**config.mk**
```make
export PLATFORM = sky130hd
export DESIGN_NAME = marker_text_ansi_expander
export DESIGN_NICKNAME = d
export VERILOG_FILES = /design/src/rtl/core/mtae_pkg.sv /design/src/rtl/core/mtae_front.sv /design/src/rtl/core/mtae_queue.sv /design/src/rtl/core/mtae_back.sv /design/src/rtl/core/marker_text_ansi_expander.sv
export SDC_FILE = /design/constraint.sdc
export NUM_CORES = 1
export LEC_CHECK = 0
export BUFFER_PORTS_ARGS = -buffer_cell sky130_fd_sc_hd__buf_2
export CAP_MARGIN = 20
export CORE_ASPECT_RATIO = 0.6
export CORE_UTILIZATION = 37
export DETAILED_ROUTE_END_ITERATION = 10
export GPL_TIMING_DRIVEN = 0
export PLACE_DENSITY = 0.56
export REMOVE_ABC_BUFFERS = 1
export SYNTH_ARGS = -nofsm -noshare
export SYNTH_HDL_FRONTEND = slang
export SYNTH_SLANG_ARGS = --single-unit
```
**constraint.sdc**
```tcl
create_clock -name aclk -period 4.4 [get_ports aclk]
set_input_delay 0.44 -clock aclk [delete_from_list [all_inputs] [get_ports aclk]]
set_output_delay 0.44 -clock aclk [all_outputs]
set_load 0.05 [all_outputs]
```
**src/rtl/core/mtae_pkg.sv**
```systemverilog
// Shared types, constants and character functions for the marker text ANSI expander.
package mtae_pkg;

    localparam logic [7:0] MARK_JUMP   = 8'hE0;
    localparam logic [7:0] MARK_STYLE  = 8'hE1;
    localparam logic [7:0] STYLE_RESET = 8'hFF;
    localparam logic [7:0] CH_ESC      = 8'h1B;
    localparam logic [7:0] CH_LBRACKET = 8'h5B;
    localparam logic [7:0] CH_SEMI     = 8'h3B;
    localparam logic [7:0] CH_M        = 8'h6D;
    localparam logic [7:0] CH_ZERO     = 8'h30;
    localparam logic [7:0] CH_SPACE    = 8'h20;

    // Command kinds passed from front to back
    localparam logic [1:0] CMD_SINGLE   = 2'd0;
    localparam logic [1:0] CMD_STYLE    = 2'd1;
    localparam logic [1:0] CMD_STYLE_RS = 2'd2;

    localparam logic [2:0] STYLE_LAST    = 3'd6;
    localparam logic [2:0] STYLE_RS_LAST = 3'd3;

    typedef struct packed {
        logic [1:0] kind;
        logic [7:0] data;
        logic [7:0] count;
        logic       eos;
    } cmd_t;

    function automatic logic [7:0] mod_char(input logic [1:0] sel);
        logic [7:0] ch;
        case (sel)
            2'd0:    ch = CH_ZERO + 8'd3;
            2'd1:    ch = CH_ZERO + 8'd4;
            2'd2:    ch = CH_ZERO + 8'd7;
            default: ch = CH_ZERO + 8'd9;
        endcase
        return ch;
    endfunction

    // Character at a given step of the seven-byte style sequence
    function automatic logic [7:0] style_char(input logic [7:0] b, input logic [2:0] step);
        logic [7:0] ch;
        case (step)
            3'd0:    ch = CH_ESC;
            3'd1:    ch = CH_LBRACKET;
            3'd2:    ch = CH_ZERO + {5'd0, b[7:5]};
            3'd3:    ch = CH_SEMI;
            3'd4:    ch = mod_char(b[1:0]);
            3'd5:    ch = CH_ZERO + {5'd0, b[4:2]};
            default: ch = CH_M;
        endcase
        return ch;
    endfunction

    // Character at a given step of the four-byte reset sequence
    function automatic logic [7:0] reset_char(input logic [2:0] step);
        logic [7:0] ch;
        case (step)
            3'd0:    ch = CH_ESC;
            3'd1:    ch = CH_LBRACKET;
            3'd2:    ch = CH_ZERO;
            default: ch = CH_M;
        endcase
        return ch;
    endfunction

endpackage

```
**src/rtl/core/mtae_front.sv**
```systemverilog
// Front end: tracks pending markers and turns input bytes into commands.
module mtae_front (
    input  logic                aclk,
    input  logic                aresetn,
    input  logic                in_valid,
    input  logic [7:0]          in_byte,
    input  logic                q_full,
    output logic                in_ready,
    output logic                push,
    output mtae_pkg::cmd_t      push_cmd
);

    localparam logic [1:0] PEND_NONE  = 2'd0;
    localparam logic [1:0] PEND_JUMP  = 2'd1;
    localparam logic [1:0] PEND_STYLE = 2'd2;

    logic [1:0] pend_reg;
    logic [1:0] pend_next;
    logic       has_cmd;
    logic       accept;

    assign in_ready = !q_full;
    assign accept   = in_valid && in_ready;
    assign push     = accept && has_cmd;

    always_comb begin
        pend_next      = PEND_NONE;
        has_cmd        = 1'b0;
        push_cmd.kind  = mtae_pkg::CMD_SINGLE;
        push_cmd.data  = in_byte;
        push_cmd.count = 8'd1;
        push_cmd.eos   = 1'b0;
        case (pend_reg)
            PEND_JUMP: begin
                has_cmd        = (in_byte != 8'd0);
                push_cmd.data  = mtae_pkg::CH_SPACE;
                push_cmd.count = in_byte;
            end
            PEND_STYLE: begin
                has_cmd       = (in_byte != 8'd0);
                push_cmd.kind = (in_byte == mtae_pkg::STYLE_RESET) ?
                                mtae_pkg::CMD_STYLE_RS : mtae_pkg::CMD_STYLE;
            end
            default: begin
                if (in_byte == mtae_pkg::MARK_JUMP) begin
                    pend_next = PEND_JUMP;
                end else if (in_byte == mtae_pkg::MARK_STYLE) begin
                    pend_next = PEND_STYLE;
                end else if (in_byte == 8'd0) begin
                    has_cmd        = 1'b1;
                    push_cmd.count = 8'd0;
                    push_cmd.eos   = 1'b1;
                end else begin
                    has_cmd = 1'b1;
                end
            end
        endcase
    end

    always_ff @(posedge aclk) begin
        if (!aresetn) begin
            pend_reg <= PEND_NONE;
        end else if (accept) begin
            pend_reg <= pend_next;
        end
    end

endmodule

```
**src/rtl/core/mtae_queue.sv**
```systemverilog
// Short command queue between front and back.
module mtae_queue #(
    parameter int Depth = 4
) (
    input  logic           aclk,
    input  logic           aresetn,
    input  logic           push,
    input  mtae_pkg::cmd_t push_cmd,
    input  logic           pop,
    output logic           full,
    output logic           head_valid,
    output mtae_pkg::cmd_t head_cmd
);

    localparam int PtrW = (Depth > 2) ? $clog2(Depth) : 1;
    localparam int CntW = $clog2(Depth + 1);

    mtae_pkg::cmd_t mem [Depth];
    logic [PtrW-1:0] wr_ptr_reg;
    logic [PtrW-1:0] rd_ptr_reg;
    logic [CntW-1:0] cnt_reg;

    function automatic logic [PtrW-1:0] bump(input logic [PtrW-1:0] p);
        return (p == PtrW'(Depth - 1)) ? '0 : p + PtrW'(1);
    endfunction

    assign full       = (cnt_reg == CntW'(Depth));
    assign head_valid = (cnt_reg != '0);
    assign head_cmd   = mem[rd_ptr_reg];

    always_ff @(posedge aclk) begin
        if (push) begin
            mem[wr_ptr_reg] <= push_cmd;
        end
    end

    always_ff @(posedge aclk) begin
        if (!aresetn) begin
            wr_ptr_reg <= '0;
            rd_ptr_reg <= '0;
            cnt_reg    <= '0;
        end else begin
            if (push) begin
                wr_ptr_reg <= bump(wr_ptr_reg);
            end
            if (pop) begin
                rd_ptr_reg <= bump(rd_ptr_reg);
            end
            if (push && !pop) begin
                cnt_reg <= cnt_reg + CntW'(1);
            end else if (pop && !push) begin
                cnt_reg <= cnt_reg - CntW'(1);
            end
        end
    end

endmodule

```
**src/rtl/core/mtae_back.sv**
```systemverilog
// Back end: expands queued commands into result items behind an output register.
module mtae_back (
    input  logic           aclk,
    input  logic           aresetn,
    input  logic           head_valid,
    input  mtae_pkg::cmd_t head_cmd,
    output logic           pop,
    input  logic           out_ready,
    output logic           out_valid,
    output logic [7:0]     out_byte,
    output logic [7:0]     out_count,
    output logic           out_last,
    output logic           out_eos
);

    logic       valid_reg;
    logic [7:0] byte_reg;
    logic [7:0] count_reg;
    logic       last_reg;
    logic       eos_reg;
    logic [2:0] step_reg;
    logic [2:0] step_next;
    logic       load;
    logic [7:0] item_byte;
    logic [7:0] item_count;
    logic       item_last;
    logic       item_eos;

    assign load = head_valid && (!valid_reg || out_ready);
    assign pop  = load && item_last;

    always_comb begin
        item_byte  = head_cmd.data;
        item_count = head_cmd.count;
        item_last  = 1'b1;
        item_eos   = head_cmd.eos;
        case (head_cmd.kind)
            mtae_pkg::CMD_STYLE: begin
                item_byte  = mtae_pkg::style_char(head_cmd.data, step_reg);
                item_count = 8'd1;
                item_last  = (step_reg == mtae_pkg::STYLE_LAST);
                item_eos   = 1'b0;
            end
            mtae_pkg::CMD_STYLE_RS: begin
                item_byte  = mtae_pkg::reset_char(step_reg);
                item_count = 8'd1;
                item_last  = (step_reg == mtae_pkg::STYLE_RS_LAST);
                item_eos   = 1'b0;
            end
            default: begin
            end
        endcase
        step_next = item_last ? 3'd0 : step_reg + 3'd1;
    end

    always_ff @(posedge aclk) begin
        if (!aresetn) begin
            valid_reg <= 1'b0;
            step_reg  <= 3'd0;
        end else begin
            if (load) begin
                valid_reg <= 1'b1;
                step_reg  <= step_next;
            end else if (out_ready) begin
                valid_reg <= 1'b0;
            end
        end
    end

    always_ff @(posedge aclk) begin
        if (load) begin
            byte_reg  <= item_byte;
            count_reg <= item_count;
            last_reg  <= item_last;
            eos_reg   <= item_eos;
        end
    end

    assign out_valid = valid_reg;
    assign out_byte  = byte_reg;
    assign out_count = count_reg;
    assign out_last  = last_reg;
    assign out_eos   = eos_reg;

endmodule

```
**src/rtl/core/marker_text_ansi_expander.sv**
```systemverilog
// Path: an accepted input byte is written into the command queue; its first result is then
// loaded into the output register and presented from there. Throughput: one input byte per
// cycle unless the queue is full; one result item per cycle from the output register while
// m_tready is high and a command waits. A style byte makes the back end emit four or seven
// items; the command queue (QUEUE_DEPTH entries) lets the front keep accepting bytes meanwhile.
// Reset: synchronous active-low aresetn clears pending marker, queue and output valid.
module marker_text_ansi_expander #(
    parameter int QUEUE_DEPTH = 4
) (
    input  logic        aclk,
    input  logic        aresetn,
    // Input channel
    input  logic        s_tvalid,
    output logic        s_tready,
    input  logic [7:0]  s_tdata,   // [7:0] in_byte
    // Result channel
    output logic        m_tvalid,
    input  logic        m_tready,
    output logic [15:0] m_tdata,   // [7:0] out_byte, [15:8] repeat_count
    output logic        m_tlast,   // last_of_run
    output logic        m_tuser    // [0] end_of_string
);

    logic           q_full;
    logic           push;
    mtae_pkg::cmd_t push_cmd;
    logic           pop;
    logic           head_valid;
    mtae_pkg::cmd_t head_cmd;
    logic [7:0]     out_byte;
    logic [7:0]     out_count;

    // Front: decode markers, hold the pending-marker state, emit one command per
    // byte that produces output. Marker bytes and a zero byte after a marker emit nothing.
    mtae_front u_front (
        .aclk     (aclk),
        .aresetn  (aresetn),
        .in_valid (s_tvalid),
        .in_byte  (s_tdata),
        .q_full   (q_full),
        .in_ready (s_tready),
        .push     (push),
        .push_cmd (push_cmd)
    );

    // Queue: decouple the front (one byte per cycle if not full) from multi-item style expansion.
    mtae_queue #(
        .Depth (QUEUE_DEPTH)
    ) u_queue (
        .aclk       (aclk),
        .aresetn    (aresetn),
        .push       (push),
        .push_cmd   (push_cmd),
        .pop        (pop),
        .full       (q_full),
        .head_valid (head_valid),
        .head_cmd   (head_cmd)
    );

    // Back: step through each command's items and advance into the output register
    // whenever it is empty or being drained in the same cycle.
    mtae_back u_back (
        .aclk       (aclk),
        .aresetn    (aresetn),
        .head_valid (head_valid),
        .head_cmd   (head_cmd),
        .pop        (pop),
        .out_ready  (m_tready),
        .out_valid  (m_tvalid),
        .out_byte   (out_byte),
        .out_count  (out_count),
        .out_last   (m_tlast),
        .out_eos    (m_tuser)
    );

    assign m_tdata = {out_count, out_byte};

endmodule
```
==> results.md, run 1 <==
- Outcome: finished clean
- Post-synth EDFFs: between 90 and 100
- Number of max-cap violations: 0
- Mapped cell area: just under 5000 um2
- CTS tree: built
- Clk buf depth: 2
- Syn-to-layout area delta: 13.1%
- CTS Sinks: 109
- Core Util, Final: 0.441
- DP Worst Slack: 0.0912 ns
- Netlist cell types: 49
- CTS Buf Count: 9
- Register area share after synthesis: 0.647
- First-pass DRT Iterations: 4
- Fin. max-slew vios: 0
- Clock slew seen by the registers of the worst setup and hold paths: approximately 0.07 ns
- Peak supply drop: 0.000276 V
- Num ports: 32
- Commonest cells after routing, fill and taps aside: 94 x edfxtp_1, 31 x buf_2, 22 x and2_1, 19 x nand2_1, 17 x mux4_2
- Inserted Diodes: 0
- Pwr dens: ~650 nW/um2
- Flops & latches, synth: approximately 110
- Initial antenna violation count: 0
- Syn Inst Count: about 320
- WL/cell: 16.9 um
- Most common cell after layout, fill and taps aside: edfxtp_1
- Hold WC Path Type: in -> reg
- Crit share post-route: 0.891
- Root Buffer: clkbuf_16
- Worst skew pair latency: 0.34 ns
- Post-synthesis async set-or-reset flop share: 0
- GPL Wtd Cong: 0.862
- Post_cts resized: 0
- H-tree level count: 3
- Starting DRT DRC Count: 176
- Die Span X: 149 um
- Crit path required time: 4.67 ns
- Setup crit end kind: flop
- Warnings from Yosys: 0
- Synth Flop Type: edfxtp_1
- Die height: 90.5 um
- Number of global-route vias before repair: 2637
- Detail Route Antenna Nets: 0
- Fin worst setup slack: 0.481 ns
- Leakage power: 1.90 nW
- Clock Skew: 0.00523 ns
- Most flops, register: u_queue.mem
- Average size of a mapped cell: 15.0 um2
- Final nets: 385
- RSZ-0062 raised after global routing: no
- Total GRT Usage: 0.147
- Worst slew margin: 0.290
- Max reg flops: between 70 and 80
- Endpoints failing hold: 0
- Post-route cell area: 5460 um2
- Setup CP Type: reg -> reg
- Crit path cell chain: mux4_2, inv_1, ha_2, a21oi_1, a211oi_2, inv_1, ha_1, inv_1, fa_1, xor2_1, or3_1, a21boi_0
- Post-CTS setup buffer count: 0
- Final wirelength: 8900 um
- Worst hold start: aresetn
- F_max: 255 MHz
- CTS Hold Bufs: 0
- Worst path slowest cell: dfxtp_2
- Final setup fails: 0
- GRT overflow: 0
- DRC: 0
- Crit start category: flop
- Final min period: 3.92 ns
- CP max stage delay: 0.84 ns
- Layout cells sized above 1: 0.219
- Vias per cell: 5.02
- Total core area: 12400 um2
- Dpl cell area: slightly above 5000 um2
- Die area: around 14000 um2
- Worst Tran Pin Value: 1.06 ns
- Starting Density: 0.390
- Site row count: 31
- Port Buffers: 31
- Hold slack: 0.457 ns
- CP Max Fanout: 26
- Post-DP HPWL: 5820 um
- Most common cell on crit path: inv_1
- Largest net degree at the start of global routing: 27
- Vias: 2637
- CP arrival: approximately 4.2 ns
- First-pass GRT wire length: 14700 um
critical path, delay by kind of cell (launching register included):
family          cells  cell delay (ns)
fa+ha+maj           3             0.98
flops               1             0.84
compound gates      3             0.68
mux                 1             0.63
simple gates        1             0.31
buf+inv             3             0.22
xor+xnor            1             0.18
area by class of cell:
cell class | count | area [um2]
well taps | 165 | 206
multi-input cells | 184 | 1560
flip-flops and latches | 109 | 3120
fillers | 1130 | 6910
inverters | 17 | 63.8
clock buffers | 11 | 233
clock inverters | 5 | 51.3
repair buffers | 34 | 225
synthesized netlist by cell type, drive strengths merged (2+ instances only):
cell	n	area [um2]
nand2	19	71.3
or4	2	15.0
a21boi	6	45.1
or3	4	25.0
ha	17	213
and2	22	138
nand4	3	18.8
nor2b	13	81.3
clkbuf	7	46.3
nand2b	4	25.0
nand3	6	30.0
dfxtp	15	300
and2b	3	25.0
edfxtp	94	2820
buf	4	42.5
and3	3	23.8
nor2	11	41.3
a21oi	13	68.8
o41ai	2	32.5
mux4	17	383
or2	3	18.8
o21ai	6	30.0
a211oi	2	20.0
nor3	5	25.0
mux2i	10	100
inv	16	60.1
report_power, final:
group          internal (mW)  total (mW)  switching (mW)
clock network          0.438       0.778           0.340
registers               1.37        1.49           0.119
logic                  0.459        1.28           0.826
per-stage QoR:
step                std cells  TNS [ns]  power, mW
finish                    525         0       3.55
global route              525         0       3.76
CTS                       522         0       3.58
detailed placement        506         0       2.79
global placement          506    -0.687       2.78
floorplan                 310         0       2.46
worst paths after layout:
check,end,slack (ns),depth (start not counted)
worst max-delay path,u_queue.cnt_reg[2]$_SDFFE_PN0P_,0.48,12
worst min-delay path,u_back.out_valid$_SDFFE_PN0P_,0.46,2
worst max register to register,u_queue.cnt_reg[2]$_SDFFE_PN0P_,0.48,12
worst min register to register,u_front.pend_reg[1]$_SDFFE_PN0P_,0.49,2
cell families after synthesis:
family	Yosys count	synth area share
AOI/OAI and AO/OA	36	0.0523
xor gates and xnor gates	2	0.00363
adders and majority gates	18	0.0482
buffers and inverters	28	0.0316
DFF	109	0.647
muxes	27	0.100
and+or+nand+nor	101	0.118
metal layers:
| metal | share of wire | track usage | vias up |
|---|---|---|---|
| li1 | - | - | 1267 |
| met1 | 0.50 | 0.221 | 1304 |
| met2 | 0.43 | 0.203 | 58 |
| met3 | 0.057 | 0.0444 | 8 |
| met4 | 0.0088 | 0.0357 | 0 |
| met5 | 0 | 0 | - |
Note: power is estimated with default switching activity, not from simulation.
==> run 2, diff against run 1 <==
Settings changed: ABC_AREA from default to 1.
==> results.md, run 2 <==
- Vias: 3316
- Worst path slowest cell: dfxtp_2
- Starting Density: 0.381
- Final wirelength: 10500 um
- Comb power frac: 0.409
- Detail Route Antenna Nets: 0
- Syn-to-layout area delta: 12.8%
- CTS Buf Count: 9
- Commonest cells after routing, fill and taps aside: 94 x edfxtp_1, 79 x nand2_1, 74 x nor2_1, 56 x inv_1, 31 x buf_2
- First-pass GRT wire length: between 15000 and 20000 um
- H-tree level count: 3
- Inserted Diodes: 0
- Crit path cell chain: inv_4, nand2_1, a32oi_1, ha_1, inv_2, nand3_2, inv_1, nor2_2, inv_1, ha_1, inv_1, fa_1, nor2_1, nor2_1, nand2_1, o21ai_0, a21oi_1
- # fillers: 1242
- Flops & latches, synth: roughly 110
- Port Buffers: 31
- Clock slew seen by the registers of the worst setup and hold paths: 0.07 ns
- Post-synth top area share: 0.572
- Initial antenna violation count: 0
- Clk buf depth: 2
- Warnings from Yosys: 0
- CP arrival: 4.12 ns
- Num ports: 32
- WL/cell: between 15 and 20 um
- Final setup fails: 0
- Most common cell on crit path: inv_1
- Sw power: 1.67 mW
- Hold WC Path Type: in -> reg
- Crit start category: flop
- Synth Flop Type: edfxtp_1
- F_max: ~260 MHz
- Final min period: 3.84 ns
- Post-CTS setup buffer count: 0
- Total core area: 12900 um2
- Worst skew pair latency: ~0.34 ns
- Crit-path leading delay family: adder cells
- Number of global-route vias before repair: around 3200
- Dpl cell area: about 5300 um2
- Clk pwr share: 0.196
- Die Span X: 151 um
- CTS Sinks: ~110
- Number of max-cap violations: 0
- Pwr dens: 712 nW/um2
- CP max stage delay: 0.88 ns
- Total power: 3.96 mW
- First-pass DRT Iterations: 4
- Setup crit end kind: flop
- Vias per cell: 4.91
- Site row count: 32
- Post-route cell area: 5560 um2
- Outcome: finished clean
- Worst Tran Pin Value: 0.951 ns
- Commonest cells in the netlist: 94 x edfxtp_1, 79 x nand2_1, 78 x nor2_1
- Buf/Inv on CP: 5
- Register area share after synthesis: 0.633
- Worst slew margin: 0.365
- Sequential Power Share: 0.395
- Crit path required time: approximately 4.7 ns
- Leakage power: around 2.2 nW
- Die height: between 90 and 100 um
- Most common cell after layout, fill and taps aside: edfxtp_1
- CTS tree: built
- Crit share post-route: 0.874
- Total GRT Usage: 0.170
- Synth area leaders: edfxtp_1 57%, dfxtp_1 6.1%, nand2_1 6.0%
- Hold slack: 0.389 ns
- Final nets: 530
- RSZ-0062 raised after global routing: no
- Mapped cell area: just under 5000 um2
- Average size of a mapped cell: 10.5 um2
- CP Max Fanout: 39
- Die area: 13800 um2
- Fin. max-slew vios: 0
- Post-synth EDFFs: 94
- Starting DRT DRC Count: around 280
- Largest net degree at the start of global routing: 40
- Layout cells sized above 1: 0.139
- Post-synthesis async set-or-reset flop share: 0
- Most frequent cell after synthesis: edfxtp_1
- GRT overflow: 0
- P_int: 2.29 mW
- Max reg flops: 76
- Setup CP Type: reg -> reg
- DRC: 0
- GPL Wtd Cong: 0.852
- Endpoints failing hold: 0
- Netlist cell types: 37
- Peak supply drop: 0.000267 V
- Sw frac: 0.423
- Post-DP HPWL: 7090 um
- Root Buffer: clkbuf_16
- Clock Skew: 0.00549 ns
- Synth area leader: edfxtp_1
- Most flops, register: u_queue.mem
- Syn Inst Count: 470
[run 2: changes by cell type in the layout (fill, tap and decap cells not counted), sizes merged, moves of 4 or more]
cell,delta
nand2,+63
inv,+43
nor2,+71
and2,-22
nor2b,-13
nand3,+23
a21oi,+14
or3,-4
mux2i,-10
a21boi,-6
o21ai,+24
mux4,-17
[run 2: stage by stage]
| stage | setup WS [ns] | std cells | setup TNS (ns) | utilization |
|---|---|---|---|---|
| 3_3_place_gp | -0.278 | 655 | -0.503 | 0.402 |
| 2_1_floorplan | 1.04 | 454 | 0 | - |
| 6_report | 0.556 | 675 | 0 | 0.430 |
| 5_1_grt | 0.0521 | 675 | 0 | 0.430 |
| 3_5_place_dp | 0.219 | 659 | 0 | 0.408 |
| 4_1_cts | 0.208 | 675 | 0 | 0.430 |
[run 2: final timing paths]
path,endpoint,from,slack (ns),depth (start not counted)
hold reg to reg,u_queue.cnt_reg[2]$_SDFFE_PN0P_,u_queue.cnt_reg[2]$_SDFFE_PN0P_,0.50,2
hold / removal,u_queue.wr_ptr_reg[1]$_SDFFE_PN0P_,aresetn,0.39,3
setup / recovery,u_queue.cnt_reg[2]$_SDFFE_PN0P_,flop,0.56,17
setup reg to reg,u_queue.cnt_reg[2]$_SDFFE_PN0P_,flop,0.56,17
[run 2: logic make-up (layout without fill, tap and decap cells)]
logic type	after synthesis	after routing	share of synthesized area
AO/OA/AOI/OAI	68	68	0.0791
flip-flops	109	109	0.633
adder cells (fa/ha/maj)	18	18	0.0472
AND/OR/NAND/NOR	200	200	0.174
buffers and inverters	75	110	0.0667
[run 2: final cells by class]
type                       instances  area (um2)  share of cell area
multi-input combinational        286        1490               0.268
clock buffer                      10         229              0.0412
inverter                          59         224              0.0403
sequential                       109        3130               0.562
tap                              170         213              0.0382
timing repair buffer              35         228              0.0409
clock inverter                     6        53.8             0.00967
[run 2: per-layer routing]
metal / vias to the layer above / wire length, um / GRT usage
met3: 10 / 615 / 0.0412
met5: - / 0 / 0
met1: 1588 / 5310 / 0.254
li1: 1634 / - / -
met2: 84 / 4510 / 0.244
met4: 0 / 113 / 0.0433
[run 2: power groups by stage]
stage	clock network (mW)	logic (mW)	registers, mW
after CTS	0.798	1.64	1.57
after global routing	0.841	1.82	1.60
after global placement	0	1.58	1.58
final	0.776	1.62	1.56
after detailed placement	0	1.63	1.59
after floorplan	0	0.866	1.85
[run 2: tightest hold or removal path, cell delays in order]
cell,delay [ns]
buf_2,0.15
nand2_1,0.07
nor2_1,0.03
[run 2: what timing repair did]
action	in CTS	in global routing
resized for setup	0	3
hold buffers	0	0
setup endpoints to repair	0	1
